**src/design/twt_pkg.sv**
```systemverilog
// Shared types, constants and command/status bundles for the timed wakeup table.
// Used by twt_ctrl, twt_dp, timed_wakeup_table_top and tb_top; depends on nothing else.
package twt_pkg;

  // Table geometry. The slot count may range from 2 to 32.
  localparam int TASK_SLOTS = 32;
  localparam int SLOT_W     = (TASK_SLOTS > 1) ? $clog2(TASK_SLOTS) : 1;

  // Fixed field widths.
  localparam int ACTION_W = 2;
  localparam int TASK_W   = 5;
  localparam int TIME_W   = 32;
  localparam int KIND_W   = 2;

  // Stream payload widths, padded to whole bytes.
  localparam int IN_W  = 40;
  localparam int OUT_W = 40;

  typedef logic [SLOT_W-1:0] slot_t;
  typedef logic [TASK_W-1:0] task_t;
  typedef logic [TIME_W-1:0] time_t;

  localparam slot_t LAST_SLOT = slot_t'(TASK_SLOTS - 1);

  typedef enum logic [ACTION_W-1:0] {
    ACT_TICK      = 2'd0,
    ACT_QUERY     = 2'd1,
    ACT_DELAY_REL = 2'd2,
    ACT_DELAY_ABS = 2'd3
  } action_t;

  typedef enum logic [KIND_W-1:0] {
    KIND_ACK    = 2'd0,
    KIND_TIME   = 2'd1,
    KIND_WAKE   = 2'd2,
    KIND_REJECT = 2'd3
  } kind_t;

  // Commands from the controller to the datapath.
  typedef struct packed {
    logic  tick_start;   // bump the count, hold the acknowledge, rewind the scan
    logic  store_delay;  // write a deadline and set the pending mark
    logic  push_direct;  // load a single-beat result into the output register
    kind_t direct_kind;
    logic  scan_step;    // retire the current slot and move on
    logic  push_held;    // move the held result into the output register
    logic  held_last;
  } twt_cmd_t;

  // Status from the datapath to the controller.
  typedef struct packed {
    logic push_ok;  // output register is free or drains this cycle
    logic hit;      // current slot is pending and due
    logic at_last;  // scan index sits on the last slot
  } twt_status_t;

  // True when a task id names a slot that exists in the table.
  function automatic logic slot_in_range(input task_t t);
    return int'(t) < TASK_SLOTS;
  endfunction

endpackage

```
**src/design/twt_ctrl.sv**
```systemverilog
// Controller state machine for the timed wakeup table.
// Depends on twt_pkg; drives twt_dp through the command bundle.
module twt_ctrl
  import twt_pkg::*;
(
  input  logic        clk,
  input  logic        rst,
  input  logic        s_tvalid,
  output logic        s_tready,
  input  action_t     action,
  input  logic        amount_neg,
  input  twt_status_t status,
  output twt_cmd_t    cmd
);

  typedef enum logic [3:0] {
    S_IDLE  = 4'b0001,
    S_PREP  = 4'b0010,
    S_SCAN  = 4'b0100,
    S_FLUSH = 4'b1000
  } state_t;

  state_t state;
  state_t state_next;
  logic   take;
  logic   step;

  // A new item is taken only from idle, and only when its result has a place to go.
  assign s_tready = (state == S_IDLE) && status.push_ok;
  assign take     = s_tvalid && s_tready;

  // A slot that is due must wait until the output register can take the held beat.
  assign step = (state == S_SCAN) && (!status.hit || status.push_ok);

  // Command decode and next state.
  always_comb begin
    cmd        = '0;
    state_next = state;
    case (state)
      S_IDLE: begin
        if (take) begin
          case (action)
            ACT_TICK: begin
              cmd.tick_start = 1'b1;
              state_next     = S_PREP;
            end
            ACT_QUERY: begin
              cmd.push_direct = 1'b1;
              cmd.direct_kind = KIND_TIME;
            end
            default: begin
              if (amount_neg) begin
                cmd.push_direct = 1'b1;
                cmd.direct_kind = KIND_REJECT;
              end else begin
                cmd.store_delay = 1'b1;
              end
            end
          endcase
        end
      end
      S_PREP: begin
        state_next = S_SCAN;
      end
      S_SCAN: begin
        cmd.scan_step = step;
        cmd.push_held = step && status.hit;
        cmd.held_last = 1'b0;
        if (step && status.at_last) begin
          state_next = S_FLUSH;
        end
      end
      S_FLUSH: begin
        if (status.push_ok) begin
          cmd.push_held = 1'b1;
          cmd.held_last = 1'b1;
          state_next    = S_IDLE;
        end
      end
      default: begin
        state_next = S_IDLE;
      end
    endcase
  end

  // State register.
  always_ff @(posedge clk) begin
    if (rst) begin
      state <= S_IDLE;
    end else begin
      state <= state_next;
    end
  end

  // Leaving the last slot always lands in the flush of the held beat.
  a_scan_ends_in_flush: assert property (@(posedge clk) disable iff (rst)
    (state == S_SCAN && step && status.at_last) |=> (state == S_FLUSH))
    else $error("scan of the last slot did not move to flush");

endmodule

```
**src/design/twt_dp.sv**
```systemverilog
// Datapath of the timed wakeup table: tick count, deadline memory, pending marks,
// held result and output register. Depends on twt_pkg; steered by twt_ctrl.
module twt_dp
  import twt_pkg::*;
(
  input  logic               clk,
  input  logic               rst,
  input  action_t            action,
  input  task_t              task_id,
  input  time_t              amount,
  input  twt_cmd_t           cmd,
  output twt_status_t        status,
  output logic               m_tvalid,
  input  logic               m_tready,
  output kind_t              out_kind,
  output task_t              out_task,
  output time_t              out_time,
  output logic               out_last
);

  time_t                 count;
  time_t                 deadline_mem [TASK_SLOTS];
  time_t                 rd_data;
  slot_t                 rd_addr;
  logic [TASK_SLOTS-1:0] pending;
  slot_t                 idx;
  kind_t                 held_kind;
  task_t                 held_task;
  logic                  push;
  time_t                 new_deadline;

  // Status toward the controller.
  assign status.push_ok = !m_tvalid || m_tready;
  assign status.hit     = pending[idx] && (rd_data <= count);
  assign status.at_last = (idx == LAST_SLOT);

  assign push = cmd.push_direct || cmd.push_held;

  // The read address runs one slot ahead when the scan advances.
  assign rd_addr = (cmd.scan_step && !status.at_last) ? idx + slot_t'(1) : idx;

  assign new_deadline = (action == ACT_DELAY_REL) ? amount + count : amount;

  // Deadline memory: one write port for delays, one registered read port for the scan.
  always_ff @(posedge clk) begin
    if (cmd.store_delay && slot_in_range(task_id)) begin
      deadline_mem[slot_t'(task_id)] <= new_deadline;
    end
    rd_data <= deadline_mem[rd_addr];
  end

  // Tick count, pending marks and scan index.
  always_ff @(posedge clk) begin
    if (rst) begin
      count   <= '0;
      pending <= '0;
      idx     <= '0;
    end else begin
      if (cmd.tick_start) begin
        count <= count + time_t'(1);
        idx   <= '0;
      end
      if (cmd.store_delay && slot_in_range(task_id)) begin
        pending[slot_t'(task_id)] <= 1'b1;
      end
      if (cmd.scan_step) begin
        if (status.hit) begin
          pending[idx] <= 1'b0;
        end
        if (!status.at_last) begin
          idx <= idx + slot_t'(1);
        end
      end
    end
  end

  // Held result: the acknowledge, then each wake, waits here until the next one shows up.
  always_ff @(posedge clk) begin
    if (cmd.tick_start) begin
      held_kind <= KIND_ACK;
      held_task <= task_id;
    end else if (cmd.scan_step && status.hit) begin
      held_kind <= KIND_WAKE;
      held_task <= task_t'(idx);
    end
  end

  // Output register valid flag.
  always_ff @(posedge clk) begin
    if (rst) begin
      m_tvalid <= 1'b0;
    end else if (push) begin
      m_tvalid <= 1'b1;
    end else if (m_tready) begin
      m_tvalid <= 1'b0;
    end
  end

  // Output register payload; every beat carries the count as it stands.
  always_ff @(posedge clk) begin
    if (push) begin
      out_time <= count;
      if (cmd.push_direct) begin
        out_kind <= cmd.direct_kind;
        out_task <= task_id;
        out_last <= 1'b1;
      end else begin
        out_kind <= held_kind;
        out_task <= held_task;
        out_last <= cmd.held_last;
      end
    end
  end

  // A beat is loaded only when the output register has room for it.
  a_push_has_room: assert property (@(posedge clk) disable iff (rst)
    push |-> (!m_tvalid || m_tready))
    else $error("result loaded over an untaken beat");

  // A slot that wakes loses its pending mark.
  a_wake_clears: assert property (@(posedge clk) disable iff (rst)
    (cmd.scan_step && status.hit) |=> !pending[$past(idx)])
    else $error("woken slot still pending");

  // A tick advances the count by exactly one.
  a_tick_counts: assert property (@(posedge clk) disable iff (rst)
    cmd.tick_start |=> (count == $past(count) + time_t'(1)))
    else $error("tick did not advance the count by one");

endmodule

```
**src/design/timed_wakeup_table_top.sv**
```systemverilog
// Top level of the timed wakeup table: stream ports, controller and datapath.
// A query or a rejected delay is in the output register in the cycle after its beat is taken.
// A tick runs a prep state, then a scan that reads one slot a cycle from the deadline memory
// unless a due slot waits on the output register, then a flush. A delay is stored when taken.
// Reset clears the tick count, all pending marks, the state machine and the output valid.
// Depends on twt_pkg, twt_ctrl and twt_dp.
module timed_wakeup_table_top
  import twt_pkg::*;
(
  input  logic             clk,
  input  logic             rst,
  input  logic             s_tvalid,
  output logic             s_tready,
  input  logic [IN_W-1:0]  s_tdata,   // action[1:0], task_id[6:2], amount[38:7], zero[39]
  output logic             m_tvalid,
  input  logic             m_tready,
  output logic [OUT_W-1:0] m_tdata,   // kind[1:0], target_task[6:2], time_value[38:7], zero[39]
  output logic             m_tlast
);

  twt_cmd_t    cmd;
  twt_status_t status;
  action_t     action;
  task_t       task_id;
  time_t       amount;
  kind_t       out_kind;
  task_t       out_task;
  time_t       out_time;

  // Unpack the input beat.
  assign action  = action_t'(s_tdata[ACTION_W-1:0]);
  assign task_id = s_tdata[ACTION_W +: TASK_W];
  assign amount  = s_tdata[ACTION_W+TASK_W +: TIME_W];

  // Pack the output beat.
  assign m_tdata = {1'b0, out_time, out_task, out_kind};

  twt_ctrl u_ctrl (
    .clk        (clk),
    .rst        (rst),
    .s_tvalid   (s_tvalid),
    .s_tready   (s_tready),
    .action     (action),
    .amount_neg (amount[TIME_W-1]),
    .status     (status),
    .cmd        (cmd)
  );

  twt_dp u_dp (
    .clk      (clk),
    .rst      (rst),
    .action   (action),
    .task_id  (task_id),
    .amount   (amount),
    .cmd      (cmd),
    .status   (status),
    .m_tvalid (m_tvalid),
    .m_tready (m_tready),
    .out_kind (out_kind),
    .out_task (out_task),
    .out_time (out_time),
    .out_last (m_tlast)
  );

endmodule

```
**config.mk**
```make
export PLATFORM = sky130hd
export DESIGN_NAME = timed_wakeup_table_top
export DESIGN_NICKNAME = d
export VERILOG_FILES = /design/src/design/twt_pkg.sv /design/src/design/twt_ctrl.sv /design/src/design/twt_dp.sv /design/src/design/timed_wakeup_table_top.sv
export SDC_FILE = /design/constraint.sdc
export NUM_CORES = 1
export LEC_CHECK = 0
export ABC_AREA = 1
export BUFFER_PORTS_ARGS = -buffer_cell sky130_fd_sc_hd__clkbuf_2
export CAP_MARGIN = 10
export CORE_MARGIN = 2
export CORE_UTILIZATION = 25
export CTS_CLUSTER_SIZE = 24
export DETAILED_ROUTE_END_ITERATION = 8
export GPL_TIMING_DRIVEN = 0
export HOLD_SLACK_MARGIN = 0.06
export SLEW_MARGIN = 20
export SYNTH_ARGS = -nofsm -noshare
export SYNTH_HDL_FRONTEND = slang
export SYNTH_SLANG_ARGS = --single-unit
```
**constraint.sdc**
```tcl
create_clock -name clk -period 15.1 [get_ports clk]
set_clock_uncertainty 0.15 [all_clocks]
set_input_delay 4.53 -clock clk [delete_from_list [all_inputs] [get_ports clk]]
set_output_delay 4.53 -clock clk [all_outputs]
set_load 0.02 [all_outputs]
```
Word-level counts from Yosys, hierarchy flattened
Memories as Yosys holds them, arrays and structs flattened. A register that Yosys moved wholly into a read port is not among the register bits. Index checks and enable logic that the tools add are counted. Widths: inputs -> output; s select.

Memories: 1. Bits in writable memories: 1024. Register bits: 120. Output and inout bits: 43. Input bits: 44.

Memory list: u_dp.deadline_mem (words 32, width 32, read ports 1, clocked after Yosys merged registers in 1, write ports 1, RTL line twt_dp.sv:22) `time_t deadline_mem [TASK_SLOTS];`.

Multiplexer cells: 38. Bitwise operators: 3. Reduce and logical (&&, ||, !) cells: 22. Equality and inequality tests: 11. $lt $le $gt $ge: 5. Add/sub/neg operators: 3.

Operators with widths (number): $mux 32 (5); $mux 5 (9); $add 32x1->32 const B (1); $add 32x32->32 (1); $and 32x32->32 (1); $le 32x32->1 (1); $not 32->32 (1); $or 32x32->32 (1); $mux 4 (4); $pmux 4 s4 (1); $lt 5x6->1 const B (2); $mux 1 (11); $demux 1 s5 (2); $ge 5x1->1 const B (2); $logic_and 1x1->1 (10); $pmux 3 s2 (1); $add 5x1->5 const B (1); $bmux 1 s5 (1); $eq 5x5->1 const B (1); $eq 4x1->1 const B (1); $eq 4x2->1 const B (1); $eq 4x3->1 const B (1); $eq 4x4->1 const B (1); $mux 2 (2); 13 further kinds (20).

Logic depth before layout (Yosys ltp)
Word-level depth: 11. Mapped depth: 28.

By module
A second synthesis with hierarchy kept.

Cells, all modules: 4703. Area total of the unflattened synthesis: 51524.4 um^2.

By module, submodules not included: twt_dp (area an instance 51134.0 um^2, cells an instance 4640, sequential area each 34162.8 um^2, times used 1); twt_ctrl (area an instance 379.1 um^2, cells an instance 61, sequential area each 80.1 um^2, times used 1); timed_wakeup_table_top (area an instance 11.3 um^2, cells an instance 2, sequential area each 0.0 um^2, times used 1).

Worst setup path after synthesis
OpenSTA, ideal clock, no wires.

Path type: in2out. Start point: in m_tready. End point: out s_tready. Data arrival time: 4.959 ns. Path buffers: 0. Stages: 2. Slack: 5.461 ns. Cells stage by stage: nor2_1 nor2_1.

Cells in the longest elaborated chain, start to end: 2.

Ends and longest elaborated chain: start, declared (RTL line timed_wakeup_table_top.sv:16) `input logic m_tready,`; $logic_or 1x1->1 (RTL line twt_dp.sv:33) `assign status.push_ok = !m_tvalid || m_tready;`; $logic_and 1x1->1 (RTL line twt_ctrl.sv:29) `assign s_tready = (state == S_IDLE) && status.push_ok;`; end, declared (RTL line timed_wakeup_table_top.sv:13) `output logic s_tready,`.

Every way passes these cells.

Worst setup path after layout
Same ends and word-level chain as after synthesis.

==> results by stage <==
Outcome:
- The flow ran to the end, and the final reports show no timing, DRC or antenna violations.

Cells and area:
- Once layout is done, the placed cells without fillers occupy 63,200 um^2.
- The total inserted antenna cells is 0.
- The area added between synthesis and finish is 18.2%.
- The share of layout cells above drive strength 1 is 12.4%.
- For this run, the share of the core covered by cells in the final layout is 29.8%.
- At the end of the flow, the number of nets in the layout was 5,527.

Route:
- Dividing the detail-routed wire length by the instance count gives 21.3 um.
- The number of iterations in the first detailed-routing pass is 6.
- In the routed design, unresolved DRC markers number 0.
- The wire length reported by the detailed router is 178,000 um.
- Once detail routing completed, the nets flagged for antenna violations numbered 0.
- The final route contains 39,700 vias.
- After the first detailed-routing iteration, the DRC count stood at 5,016.
- The average via count per standard cell is 4.76.

Global routing:
- The global-route wire length before repair is 254,000 um.
- For this run, global-route usage on met2 was measured as 25.7%.
- Entering global routing, the biggest net connects 33 pins.
- The number of global-route vias before repair is 37,500.
- For this run, global-route usage on met1 was measured as 20.8%.
- After global routing, the most crowded layer is met2.
- For this run, the total global-route usage over all layers was measured as 15.8%.
- Global routing consumed, on the met3 layer, 2.94% of the routing resources.
- The number of antenna violations at the first check in global routing is 14.
- For this run the aggregate overflow at the end of global routing stands at 0.

Clock tree:
- Counting every sink on the clock net gives 1,176.
- Buffers added to address setup during post-CTS repair amount to 0.
- The clock tree from TritonCTS is built.
- In this run, post-CTS repair resized a total of 0 instances.
- The worst-case clock buffer depth is 3.
- The clock latency reported for the late side of the worst-skew pair is 0.78 ns.
- The hold buffer count at CTS is 0.
- The depth of the CTS H-tree is 4.
- Clock-pin slew was measured on the worst setup and hold paths at 0.05 ns.
- The tree is rooted in a clkbuf_16.
- The TritonCTS buffer count is 130.

Die:
- In this run the vertical extent of the chip is 466 um.
- Once the floorplan was initialized, standard cells occupied 25.2% of the core.
- The total number of placement rows is 169.
- The floorplan step defined a core boundary enclosing 212,000 um^2.
- The die covers 218,000 um^2.
- In this run the horizontal extent of the chip is 466 um.
- During I/O placement, the number of pins put on the boundary was 87.

STA:
- Setup violations remaining at the end of the flow were counted as 0.
- The count of final hold-check violations is 0.
- Measured against its own limit, the worst slew margin works out to 24.5%.
- The setup TNS is 0 ns.
- Across all setup checks in the final design, the least slack found is 4.71 ns.
- For the pin with the worst max-slew slack, the measured transition is 1.12 ns.
- Of the available clock period, the critical path in the final layout requires 68.8%.
- The shortest period the worst path allows is 10.39 ns.
- The final max-slew violation count was 0.
- Setup repair after global routing left no endpoint under its margin.
- Based on the critical path, the design can be clocked at up to 96.2 MHz.
- Hold is met by 0.382 ns.

Placement:
- Routability-driven placement finished with a final weighted congestion of 0.931.
- At the placement stage, the worst setup path has a slack of 4.69 ns.
- In this run the cell area measured after placement is 59,100 um^2.
- Once detailed placement completed, the half-perimeter wirelength came to 126,000 um.
- The number of port buffers is 83.

Critical path:
- The type of element capturing the critical path is an output pin.
- At the worst endpoint, the required time is 10.42 ns.
- The signal on the critical path passes through clkbuf_2 > nor2_1 > nor2_1 > clkbuf_2.
- The highest fanout seen on the critical path is 5.
- The sum of buffers and inverters on the critical path is 2.
- Data arrives at the worst endpoint at 5.71 ns.
- In this design, the largest share of critical-path delay is due to simple AND/OR/NAND/NOR gates.
- The cell type of the slowest stage on the worst timing path is nor2_1.
- On the worst path, the slowest cell contributes a delay of 0.80 ns.
- The critical path is of the in2out type.
- The kind of launch point of the worst setup path is an input port.

Power:
- Summed over all cells, the static leakage comes to 0.0246 uW.
- Across the VDD grid, the largest voltage drop is 0.0682 mV.
- The power per cell area is 114 nW/um^2.

Min path:
- The tightest min-delay check is of the reg2reg type.

Logic synthesis:
- Yosys mapped a number of flops with a built-in enable equal to 1,069.
- The commonest register cell after synthesis is edfxtp_1.
- The post-synthesis cell count is 5,139.
- After synthesis, the mean cell area works out to 10.4 um^2.
- For this run, asynchronously set or reset flops after synthesis account for 0%.
- The total nets after synthesis is 5,253.
- Counting distinct cell types in the post-synthesis netlist gives 47.
- The area of the mapped netlist is 53,500 um^2.
- Summing the sequential cell areas from Yosys gives 64.0% of the chip area.
- During synthesis, Yosys emitted a total of 0 warnings.
- The synthesized flop and latch total is 1,176.

Job:
- The number of violations of the max-capacitance limit is 0.
worst paths after layout:
kind	cells after the start	from	end	slack, ns
max	4	m_tready	s_tready	4.71
min	2	u_dp.held_kind[1]	u_dp.held_kind[1]	0.38
max reg2reg	21	u_dp.count[23]	u_dp.rd_data[20]	10.05
min reg2reg	2	u_dp.held_kind[1]	u_dp.held_kind[1]	0.38
cells in the mapped netlist, types with 2 or more instances:
master | number | area share, %
edfxtp_1 | 1069 | 60
ha_1 | 69 | 1.6
nand2_2 | 3 | 0.035
dfxtp_1 | 107 | 4.0
inv_1 | 673 | 4.7
a31oi_1 | 27 | 0.32
nand3b_1 | 353 | 5.0
buf_2 | 240 | 2.2
o21ai_0 | 88 | 0.82
clkbuf_1 | 37 | 0.26
a21o_1 | 4 | 0.056
buf_1 | 10 | 0.070
nor4_1 | 12 | 0.14
or2_2 | 18 | 0.21
nand3_1 | 1044 | 9.8
buf_4 | 14 | 0.20
a221oi_1 | 2 | 0.033
nor3_1 | 29 | 0.27
inv_2 | 9 | 0.063
a21boi_0 | 2 | 0.028
nand4_1 | 17 | 0.20
o21a_1 | 6 | 0.084
nor3_2 | 7 | 0.13
buf_6 | 2 | 0.042
nor2_1 | 101 | 0.71
o21ai_1 | 12 | 0.11
o21bai_1 | 4 | 0.056
a21oi_1 | 100 | 0.94
xnor2_1 | 2 | 0.033
o31ai_1 | 2 | 0.028
nand2_1 | 1050 | 7.4
o211ai_1 | 2 | 0.028
xor2_1 | 10 | 0.16
power breakdown:
group,leakage (uW),internal (uW),switching [uW]
Clock,0.00200,1760,1330
Combinational,0.0121,120,363
Sequential,0.0105,3630,15.3
Total,0.0246,5500,1710
per-layer routing:
metal / wire length, um / part of all wire (%) / vias to the layer above
li1: - / - / 18100
met1: 72300 / 41 / 19300
met2: 81900 / 46 / 1867
met3: 16000 / 9.0 / 334
met4: 7320 / 4.1 / 0
met5: 0 / 0 / -
area by class of cell:
| type | count | area, um^2 |
|---|---|---|
| fillers | 21700 | 149000 |
| flip-flops and latches | 1176 | 34200 |
| multi-input cells | 2977 | 15600 |
| well taps | 2821 | 3530 |
| clock buffers | 171 | 3520 |
| inverters | 683 | 2560 |
| repair buffers | 142 | 1700 |
| plain buffers | 303 | 1510 |
| clock inverters | 65 | 542 |
cells in the final DEF (no fill, tap or decap), drive strengths merged:
master,synthesis,final
nand2,1054,1054
clkbuf,37,291
nor2,102,102
dfxtp,107,107
o21a,6,6
ha,69,69
a21o,4,4
o21ai,101,101
o31ai,2,2
xnor2,2,2
conb,1,1
edfxtp,1069,1069
nand4,17,17
o221ai,1,1
a2111oi,1,1
or3,1,1
a31oi,27,27
a221oi,2,2
nand3,1046,1046
clkinvlp,0,1
nor3,36,36
or2,18,18
bufinv,0,6
a21oi,100,100
fa,1,1
xor2,10,10
buf,266,325
nor3b,1,1
nor4,13,13
inv,682,691
clkinv,1,50
and3,1,1
a21boi,2,2
o211ai,2,2
nand3b,353,353
o21bai,4,4
cell families after synthesis:
group           Yosys count  synth area share (%)
buf+inv                 986                  7.61
xor+xnor                 12                 0.197
fa+ha+maj                70                  1.65
simple gates           2642                  23.9
other cells               1               0.00701
compound gates          252                  2.55
flops                  1176                  64.0
worst min-delay path: cells and delay by family (launching register included):
family | cells | cell delay [ns]
AOI/OAI and AO/OA | 1 | 0.08
buffers and inverters | 1 | 0.11
DFF | 1 | 0.29
registers in the layout (all words and copies together), names as in the netlist:
signal / cells
u_dp.pending: 32
u_dp.out_last: 1
u_dp.count: 32
u_dp.m_tvalid: 1
u_dp.out_task: 5
u_dp.out_time: 32
u_dp.rd_data: 32
u_dp.held_task: 5
u_dp.out_kind: 2
u_ctrl.state: 4
u_dp.idx: 5
u_dp.deadline_mem: 1024
u_dp.held_kind: 1
stage by stage:
| stage | total power [uW] | instances |
|---|---|---|
| finish | 7210 | 8338 |
| global route | 7390 | 8338 |
| CTS | 7230 | 8338 |
| detailed placement | 4190 | 8102 |
| global placement | 4150 | 8043 |
| floorplan | 3940 | 5139 |
Note: power is estimated with default switching activity, not from simulation.
